[config.mk]
export PLATFORM = sky130hd
export DESIGN_NAME = motor_speed_pd_loop_unit
export DESIGN_NICKNAME = d
export VERILOG_FILES = /design/src/sv/mspd_pkg.sv /design/src/sv/mspd_tick.sv /design/src/sv/mspd_mul.sv /design/src/sv/motor_speed_pd_loop_unit.sv
export SDC_FILE = /design/constraint.sdc
export NUM_CORES = 2
export LEC_CHECK = 0
export BUFFER_PORTS_ARGS = -buffer_cell sky130_fd_sc_hd__clkbuf_2
export CAP_MARGIN = 25
export CELL_PAD_IN_SITES_DETAIL_PLACEMENT = 1
export CELL_PAD_IN_SITES_GLOBAL_PLACEMENT = 1
export CORE_ASPECT_RATIO = 1.2
export CORE_UTILIZATION = 46
export CTS_BUF_LIST = sky130_fd_sc_hd__clkbuf_16
export DETAILED_ROUTE_END_ITERATION = 8
export PLACE_DENSITY = 0.8
export SLEW_MARGIN = 20
export SYNTH_ARGS = -nofsm -noshare
export SYNTH_HDL_FRONTEND = slang
export SYNTH_SLANG_ARGS = --single-unit
[constraint.sdc]
create_clock -name i_clk -period 8.6 [get_ports i_clk]
set_input_delay 0.86 -clock i_clk [delete_from_list [all_inputs] [get_ports i_clk]]
set_output_delay 0.86 -clock i_clk [all_outputs]
set_load 0.02 [all_outputs]
[src/sv/mspd_pkg.sv]
// shared constants, types and a saturation helper for the pd speed loop
`timescale 1ns / 1ps
`default_nettype none

package mspd_pkg;

    // defaults for the top level parameters
    localparam int DEF_RUN_INTERVAL = 10;
    localparam int DEF_HISTORY_LEN  = 4;

    // field widths
    localparam int POS_W  = 11;
    localparam int CNT_W  = 4;
    localparam int CFG_W  = 16;
    localparam int IDX_W  = 2;
    localparam int MUL_AW = 18;
    localparam int MUL_BW = 17;
    localparam int MUL_PW = MUL_AW + MUL_BW;

    // register indexes
    localparam logic [IDX_W-1:0] REG_TARGET = 2'd0;
    localparam logic [IDX_W-1:0] REG_SCALE  = 2'd1;
    localparam logic [IDX_W-1:0] REG_KP     = 2'd2;
    localparam logic [IDX_W-1:0] REG_KD     = 2'd3;

    // register reset values
    localparam logic signed [15:0] RST_TARGET = 16'sd500;
    localparam logic [7:0]         RST_SCALE  = 8'd5;
    localparam logic [15:0]        RST_KP     = 16'd655;
    localparam logic [15:0]        RST_KD     = 16'd20;

    // loop constants
    localparam logic [10:0]        WRAP_SPAN  = 11'd1080;
    localparam logic signed [21:0] WRAP_LIMIT = 22'sd1500;
    localparam logic signed [24:0] DRIVE_MAX  = 25'sd255;
    localparam logic signed [35:0] Q12_BIAS   = 36'sd4095;

    // direction codes
    localparam logic [1:0] DIR_POS = 2'b10;
    localparam logic [1:0] DIR_NEG = 2'b01;

    typedef struct packed {
        logic [POS_W-1:0] newest;
        logic [POS_W-1:0] oldest;
    } t_hist_tap;

    function automatic logic signed [15:0] sat16(input logic signed [MUL_PW-1:0] v);
        logic signed [MUL_PW-1:0] hi;
        logic signed [MUL_PW-1:0] lo;
        hi = 35'sd32767;
        lo = -35'sd32768;
        if (v > hi) begin
            sat16 = 16'sh7fff;
        end else if (v < lo) begin
            sat16 = 16'sh8000;
        end else begin
            sat16 = v[15:0];
        end
    endfunction

endpackage

`default_nettype wire

[src/sv/mspd_tick.sv]
// tick down-counter and position history shift line
`timescale 1ns / 1ps
`default_nettype none

module mspd_tick
    import mspd_pkg::*;
#(
    parameter int RUN_INTERVAL = DEF_RUN_INTERVAL,
    parameter int HISTORY_LEN  = DEF_HISTORY_LEN
) (
    input  wire logic             i_clk,
    input  wire logic             i_rst_n,
    input  wire logic             i_accept,
    input  wire logic [POS_W-1:0] i_position,
    output logic                  o_fire,
    output t_hist_tap             o_tap
);

    logic [CNT_W-1:0] r_cnt;
    logic [CNT_W-1:0] n_cnt;
    logic [POS_W-1:0] r_hist [0:HISTORY_LEN];

    // countdown after this beat, fires when it reaches zero
    assign n_cnt  = r_cnt - 1'b1;
    assign o_fire = (n_cnt == '0);

    always_ff @(posedge i_clk) begin
        if (!i_rst_n) begin
            r_cnt <= CNT_W'(RUN_INTERVAL);
        end else if (i_accept) begin
            r_cnt <= o_fire ? CNT_W'(RUN_INTERVAL) : n_cnt;
        end
    end

    always_ff @(posedge i_clk) begin
        if (!i_rst_n) begin
            for (int k = 0; k <= HISTORY_LEN; k++) begin
                r_hist[k] <= '0;
            end
        end else if (i_accept && o_fire) begin
            for (int k = 0; k < HISTORY_LEN; k++) begin
                r_hist[k] <= r_hist[k+1];
            end
            r_hist[HISTORY_LEN] <= i_position;
        end
    end

    assign o_tap.newest = r_hist[HISTORY_LEN];
    assign o_tap.oldest = r_hist[0];

endmodule

`default_nettype wire

[src/sv/mspd_mul.sv]
// shared signed multiplier with registered product
`timescale 1ns / 1ps
`default_nettype none

module mspd_mul
    import mspd_pkg::*;
(
    input  wire logic                     i_clk,
    input  wire logic                     i_en,
    input  wire logic signed [MUL_AW-1:0] i_a,
    input  wire logic signed [MUL_BW-1:0] i_b,
    output logic signed [MUL_PW-1:0]      o_p
);

    always_ff @(posedge i_clk) begin
        if (i_en) begin
            o_p <= i_a * i_b;
        end
    end

endmodule

`default_nettype wire

[src/sv/motor_speed_pd_loop_unit.sv]
// pd speed loop: tick counter, history, sequencer over one shared multiplier
// a firing beat gives its result through the states speed to drive, then the result register
// non-firing beats are taken one per cycle while the sequencer is idle and give no result
// a firing beat holds the input side for one pass of the sequencer through the shared
//   multiplier, longer if the last result is still waiting
// synchronous active-low reset: registers to defaults, history and loop state
//   cleared, countdown reloaded
`timescale 1ns / 1ps
`default_nettype none

module motor_speed_pd_loop_unit
    import mspd_pkg::*;
#(
    parameter int RUN_INTERVAL = DEF_RUN_INTERVAL,
    parameter int HISTORY_LEN  = DEF_HISTORY_LEN
) (
    input  wire logic             i_clk,
    input  wire logic             i_rst_n,
    // configuration writes
    input  wire logic             i_cfg_we,
    input  wire logic [IDX_W-1:0] i_cfg_idx,
    input  wire logic [CFG_W-1:0] i_cfg_data,
    // input beats
    input  wire logic             i_in_valid,
    output logic                  o_in_ready,
    input  wire logic [POS_W-1:0] i_position,
    // result beats
    output logic                  o_out_valid,
    input  wire logic             i_out_ready,
    output logic [1:0]            o_direction,
    output logic [7:0]            o_duty
);

    // sequencer states
    localparam logic [3:0] ST_IDLE  = 4'd0;
    localparam logic [3:0] ST_SPEED = 4'd1;  // diff * dt
    localparam logic [3:0] ST_WMUL  = 4'd2;  // capture speed, 1080 * dt
    localparam logic [3:0] ST_WRAP  = 4'd3;  // wrap correction
    localparam logic [3:0] ST_ERR   = 4'd4;  // saturated error
    localparam logic [3:0] ST_DMUL  = 4'd5;  // (err - prev) * dt
    localparam logic [3:0] ST_DSAT  = 4'd6;  // saturate deriv, err * kp
    localparam logic [3:0] ST_KDMUL = 4'd7;  // capture p term, deriv * kd
    localparam logic [3:0] ST_SUM   = 4'd8;  // p + d
    localparam logic [3:0] ST_TRUNC = 4'd9;  // q12 shift toward zero
    localparam logic [3:0] ST_DRIVE = 4'd10; // add previous drive, clamp, emit

    // configuration registers
    logic signed [15:0] r_target;
    logic [7:0]         r_scale;
    logic [15:0]        r_kp;
    logic [15:0]        r_kd;

    always_ff @(posedge i_clk) begin
        if (!i_rst_n) begin
            r_target <= RST_TARGET;
            r_scale  <= RST_SCALE;
            r_kp     <= RST_KP;
            r_kd     <= RST_KD;
        end else if (i_cfg_we) begin
            unique case (i_cfg_idx)
                REG_TARGET: r_target <= i_cfg_data;
                REG_SCALE:  r_scale  <= i_cfg_data[7:0];
                REG_KP:     r_kp     <= i_cfg_data;
                REG_KD:     r_kd     <= i_cfg_data;
                default:    ;
            endcase
        end
    end

    // tick counter and history
    logic      in_acc;
    logic      fire;
    t_hist_tap tap;

    logic [3:0] r_state;
    logic [3:0] n_state;

    assign o_in_ready = (r_state == ST_IDLE);
    assign in_acc     = i_in_valid && o_in_ready;

    mspd_tick #(
        .RUN_INTERVAL (RUN_INTERVAL),
        .HISTORY_LEN  (HISTORY_LEN)
    ) u_tick (
        .i_clk      (i_clk),
        .i_rst_n    (i_rst_n),
        .i_accept   (in_acc),
        .i_position (i_position),
        .o_fire     (fire),
        .o_tap      (tap)
    );

    // shared multiplier and its operand select
    logic                     mul_en;
    logic signed [MUL_AW-1:0] mul_a;
    logic signed [MUL_BW-1:0] mul_b;
    logic signed [MUL_PW-1:0] prod;

    logic signed [11:0] pos_diff;
    logic signed [16:0] err_step;
    logic signed [MUL_BW-1:0] scale_b;

    logic signed [21:0] r_speed;
    logic signed [15:0] r_err;
    logic signed [15:0] r_der;
    logic signed [35:0] r_acc;
    logic signed [23:0] r_pd;
    logic signed [15:0] r_prev_err;
    logic signed [8:0]  r_prev_drive;

    assign pos_diff = $signed({1'b0, tap.newest}) - $signed({1'b0, tap.oldest});
    assign err_step = 17'(r_err) - 17'(r_prev_err);
    assign scale_b  = $signed({9'b0, r_scale});

    always_comb begin
        mul_en = 1'b1;
        mul_a  = '0;
        mul_b  = '0;
        unique case (r_state)
            ST_SPEED: begin
                mul_a = MUL_AW'(pos_diff);
                mul_b = scale_b;
            end
            ST_WMUL: begin
                mul_a = $signed({7'b0, WRAP_SPAN});
                mul_b = scale_b;
            end
            ST_DMUL: begin
                mul_a = MUL_AW'(err_step);
                mul_b = scale_b;
            end
            ST_DSAT: begin
                mul_a = MUL_AW'(r_err);
                mul_b = $signed({1'b0, r_kp});
            end
            ST_KDMUL: begin
                mul_a = MUL_AW'(r_der);
                mul_b = $signed({1'b0, r_kd});
            end
            default: mul_en = 1'b0;
        endcase
    end

    mspd_mul u_mul (
        .i_clk (i_clk),
        .i_en  (mul_en),
        .i_a   (mul_a),
        .i_b   (mul_b),
        .o_p   (prod)
    );

    // datapath steps between multiplies
    logic signed [21:0] wrap_amt;
    logic signed [21:0] speed_fix;
    logic signed [22:0] err_full;
    logic signed [35:0] acc_biased;
    logic signed [24:0] drive_sum;
    logic signed [8:0]  drive;
    logic               out_free;

    assign wrap_amt = 22'(prod[19:0]);

    always_comb begin
        if (r_speed < -WRAP_LIMIT) begin
            speed_fix = r_speed + wrap_amt;
        end else if (r_speed > WRAP_LIMIT) begin
            speed_fix = r_speed - wrap_amt;
        end else begin
            speed_fix = r_speed;
        end
    end

    assign err_full   = 23'(r_target) - 23'(r_speed);
    // bias negatives so the shift truncates toward zero
    assign acc_biased = r_acc + (r_acc[35] ? Q12_BIAS : 36'sd0);
    assign drive_sum  = 25'(r_pd) + 25'(r_prev_drive);

    always_comb begin
        if (drive_sum > DRIVE_MAX) begin
            drive = 9'sd255;
        end else if (drive_sum < -DRIVE_MAX) begin
            drive = -9'sd255;
        end else begin
            drive = drive_sum[8:0];
        end
    end

    assign out_free = !o_out_valid || i_out_ready;

    // sequencer
    always_comb begin
        n_state = r_state;
        unique case (r_state)
            ST_IDLE:  if (in_acc && fire) n_state = ST_SPEED;
            ST_SPEED: n_state = ST_WMUL;
            ST_WMUL:  n_state = ST_WRAP;
            ST_WRAP:  n_state = ST_ERR;
            ST_ERR:   n_state = ST_DMUL;
            ST_DMUL:  n_state = ST_DSAT;
            ST_DSAT:  n_state = ST_KDMUL;
            ST_KDMUL: n_state = ST_SUM;
            ST_SUM:   n_state = ST_TRUNC;
            ST_TRUNC: n_state = ST_DRIVE;
            ST_DRIVE: if (out_free) n_state = ST_IDLE;
            default:  n_state = ST_IDLE;
        endcase
    end

    always_ff @(posedge i_clk) begin
        if (!i_rst_n) begin
            r_state <= ST_IDLE;
        end else begin
            r_state <= n_state;
        end
    end

    // working registers
    always_ff @(posedge i_clk) begin
        unique case (r_state)
            ST_WMUL:  r_speed <= prod[21:0];
            ST_WRAP:  r_speed <= speed_fix;
            ST_ERR:   r_err   <= sat16(MUL_PW'(err_full));
            ST_DSAT:  r_der   <= sat16(prod);
            ST_KDMUL: r_acc   <= 36'(prod);
            ST_SUM:   r_acc   <= r_acc + 36'(prod);
            ST_TRUNC: r_pd    <= acc_biased[35:12];
            default:  ;
        endcase
    end

    // loop state carried between control steps
    always_ff @(posedge i_clk) begin
        if (!i_rst_n) begin
            r_prev_err   <= '0;
            r_prev_drive <= '0;
        end else if (r_state == ST_DRIVE && out_free) begin
            r_prev_err   <= r_err;
            r_prev_drive <= drive;
        end
    end

    // result register
    always_ff @(posedge i_clk) begin
        if (!i_rst_n) begin
            o_out_valid <= 1'b0;
        end else if (r_state == ST_DRIVE && out_free) begin
            o_out_valid <= 1'b1;
        end else if (i_out_ready) begin
            o_out_valid <= 1'b0;
        end
    end

    always_ff @(posedge i_clk) begin
        if (r_state == ST_DRIVE && out_free) begin
            if (drive > 9'sd0) begin
                o_direction <= DIR_POS;
                o_duty      <= drive[7:0];
            end else begin
                o_direction <= DIR_NEG;
                o_duty      <= 8'(-drive);
            end
        end
    end

    // checks
    a_fire_starts: assert property (@(posedge i_clk) disable iff (!i_rst_n)
        (in_acc && fire) |=> (r_state == ST_SPEED))
        else $error("firing beat did not start the sequencer");

    a_drive_emits: assert property (@(posedge i_clk) disable iff (!i_rst_n)
        (r_state == ST_DRIVE && out_free) |=> (o_out_valid && r_state == ST_IDLE))
        else $error("finished control step did not present a result");

    a_prev_drive_range: assert property (@(posedge i_clk) disable iff (!i_rst_n)
        (r_prev_drive <= 9'sd255) && (r_prev_drive >= -9'sd255))
        else $error("stored drive outside saturation range");

    a_dir_code: assert property (@(posedge i_clk) disable iff (!i_rst_n)
        o_out_valid |-> ((o_direction == DIR_POS) || (o_direction == DIR_NEG)))
        else $error("result carries an unknown direction code");

endmodule

`default_nettype wire

==> impl_metrics.toml <==
[detailed_routing]
met1_length_mm = 39.0
wl_mm = 96.8
dr.first_iter.drc_count = 1538
num_vias = 25200
topRoutingLayerUsed = "met5"
viasPerCell = 5.81
drt-pass1-iter-count = 7
route.met2.wl_mm = 48.5
routed-wl-met3_mm = 5.29
post-route-drc-count = 0
wl_per_cell_um = 22.3
ant_nets = 0

[cts]
cts_buffers = 37
cts_tree = "built"
clockRootBuffer = "clkbuf_16"
clk_path_buf_depth = 3
cts.reportedPaths.clkPinSlew_ns = 0.06
clock-sinks = 304
cts-htree-levels = 2
cts-hold-fix-buffers = 0
worstSkewPairLatency_ns = 0.57

[timing]
finalCriticalPeriod_ns = 8.63
skew_ns = 0.0282
max_freq_ghz = 0.116
fin_setup_tns_ns = -0.0394
setup_viol = 2
layout_setup_ws_ns = -0.0279
timing.slew.headroom_pct = 32.0
hold_viol = 0
tightest_slew_ns = 1.02
drv_slew = 0
rsz0062_at_grt = "true"
period_share_pct = 100

[status]
outcome = "finished with violations"
violations = "negative setup slack"

[placed_design]
place_area_um2 = 31900
gp_congestion = 0.923
numPortBuffers = 45
dp_hpwl_mm = 73.6

[global_routing]
antenna_found_initial = 1
grt_pass1_wl_mm = 152
grt_usage_pct = 29.4
grt_max_degree = 75
grt_pass1_vias = 28000
overflow = 0

[layout]
num-fill-cells = 7413
final_area_um2 = 34100
area_growth_pct = 13.6
utilization_pct = 52.8
layout.nets = 4035
antennaDiodeCount = 0
drive_gt1_share_pct = 13.5

[worst_hold_path]
hp-class = "register to register"
whs_path_depth = 2

[power]
irDropWorstVdd_mv = 0.121
total_power_uw = 3430
power.leakage_uw = 0.0153
power_density_nw_per_um2 = 101

[synth]
synth.area.top_cells = "edfxtp_1 (21%), fa_1 (19%), ha_1 (9.7%)"
synthDistinctLibCells = 90
synthTopCellsByCount = "nand2_1 (490), inv_1 (468), fa_1 (289), nor2_1 (240), ha_1 (233)"
yosysMostFrequentCell = "nand2_1"
async_flop_share_pct = 0
synth_top_area_share_pct = 21.4
syn_area_um2 = 30000
synth_area_leader_cell = "edfxtp_1"
syn-num-nets = 3901
yosysWarnings = 0
synth-seq-cells = 304
synth_flop_cell = "edfxtp_1"
synth_edf_count = 214
syn_inst = 3345
seq_area_frac_synth_pct = 27.5
avgSynthCellArea_um2 = 8.96

[floorplan]
die_x_um = 235
core_area_um2 = 64400
start_util_pct = 46.5
rows = 102
io_pins = 46
die_h_um = 282
die_area_um2 = 66200

[setup_path]
worstPathMaxFanout = 4
critPathCaptureType = "register"
start_kind = "register"
cpLargestDelayFamily = "adder cells"
crit_required_ns = 8.89
crit_arrival_ns = 8.92
slowest_delay_ns = 0.60
cp_num_buf_inv = 10
slowest_stage = "fa_2"
path_class = "register to register"
path_depth = 38
ff2ff_path_depth = 38

[job]
cap_violations = 0
-- worst min-delay path: cells and delay by family (launching register included) --
family	cells	cell delay, ns
DFF	1	0.31
AOI/OAI and AO/OA	1	0.06
and+or+nand+nor	1	0.05
-- state kept, by name, summed over array words and instances (netlist names), 22 cells and up --
register,cells
r_speed,22
u_tick.r_hist,55
r_acc,36
r_pd,24
u_mul.o_p,35
-- report_power, final --
part	internal, uW	switching, uW
logic	92.6	149
registers	1580	29.9
clock network	884	691
-- layout make-up --
class | instances | area [um2] | area share, %
Clock buffer | 37 | 926 | 2.72
Clock inverter | 31 | 258 | 0.757
Inverter | 469 | 1760 | 5.18
Multi-Input combinational cell | 2446 | 20200 | 59.3
Sequential cell | 304 | 8230 | 24.2
Tap cell | 832 | 1040 | 3.06
Timing Repair Buffer | 221 | 1640 | 4.82
-- cells in the final DEF (no fill, tap or decap), types with 69 or more instances in the layout --
master and n:
a21o_1 69, a21oi_1 166, and3_1 72, buf_4 158
dfxtp_1 90, edfxtp_1 214, fa_1 276, ha_1 214
inv_1 450, nand2_1 484, nor2_1 229, o21ai_0 116
xnor2_1 97, xor2_1 82
-- what timing repair did --
item                       in CTS  in global routing
setup endpoints to repair      12                 18
resized for setup              38                143
pin swaps                      24                136
buffers inserted               15                 30
-- path summary, 6_finish.rpt --
path                            slack [ns]     start            end
worst min register to register        0.46   r_kd[5]        r_kd[5]
worst max-delay path                 -0.03  r_err[0]  u_mul.o_p[34]
worst max register to register       -0.03  r_err[0]  u_mul.o_p[34]
worst min-delay path                  0.46   r_kd[5]        r_kd[5]
-- cells by family (layout without fill, tap and decap cells) --
kind of cell | after synthesis | after routing | synth area share (%)
mux | 16 | 16 | 0.593
buf+inv | 595 | 758 | 7.48
xor+xnor | 182 | 182 | 5.32
compound gates | 612 | 612 | 13.1
flops | 304 | 304 | 27.5
fa+ha+maj | 522 | 522 | 29.0
simple gates | 1114 | 1114 | 17.0
-- routing by layer --
layer | GRT usage [%] | vias to the layer above
met4 | 11.7 | 2
met2 | 53.2 | 679
met3 | 3.56 | 221
li1 | - | 11400
met1 | 35.5 | 12900
met5 | 0 | -
-- metrics by stage --
stage          instances  worst slack, ns  hold WS, ns
5_1_grt             4340           -0.339        0.473
4_1_cts             4313          -0.0106        0.461
6_report            4340          -0.0279        0.464
3_3_place_gp        4230          -0.0703        0.442
2_1_floorplan       3345           0.0621        0.436
3_5_place_dp        4230           -0.432        0.453
Power figures use the tool's default switching activity.
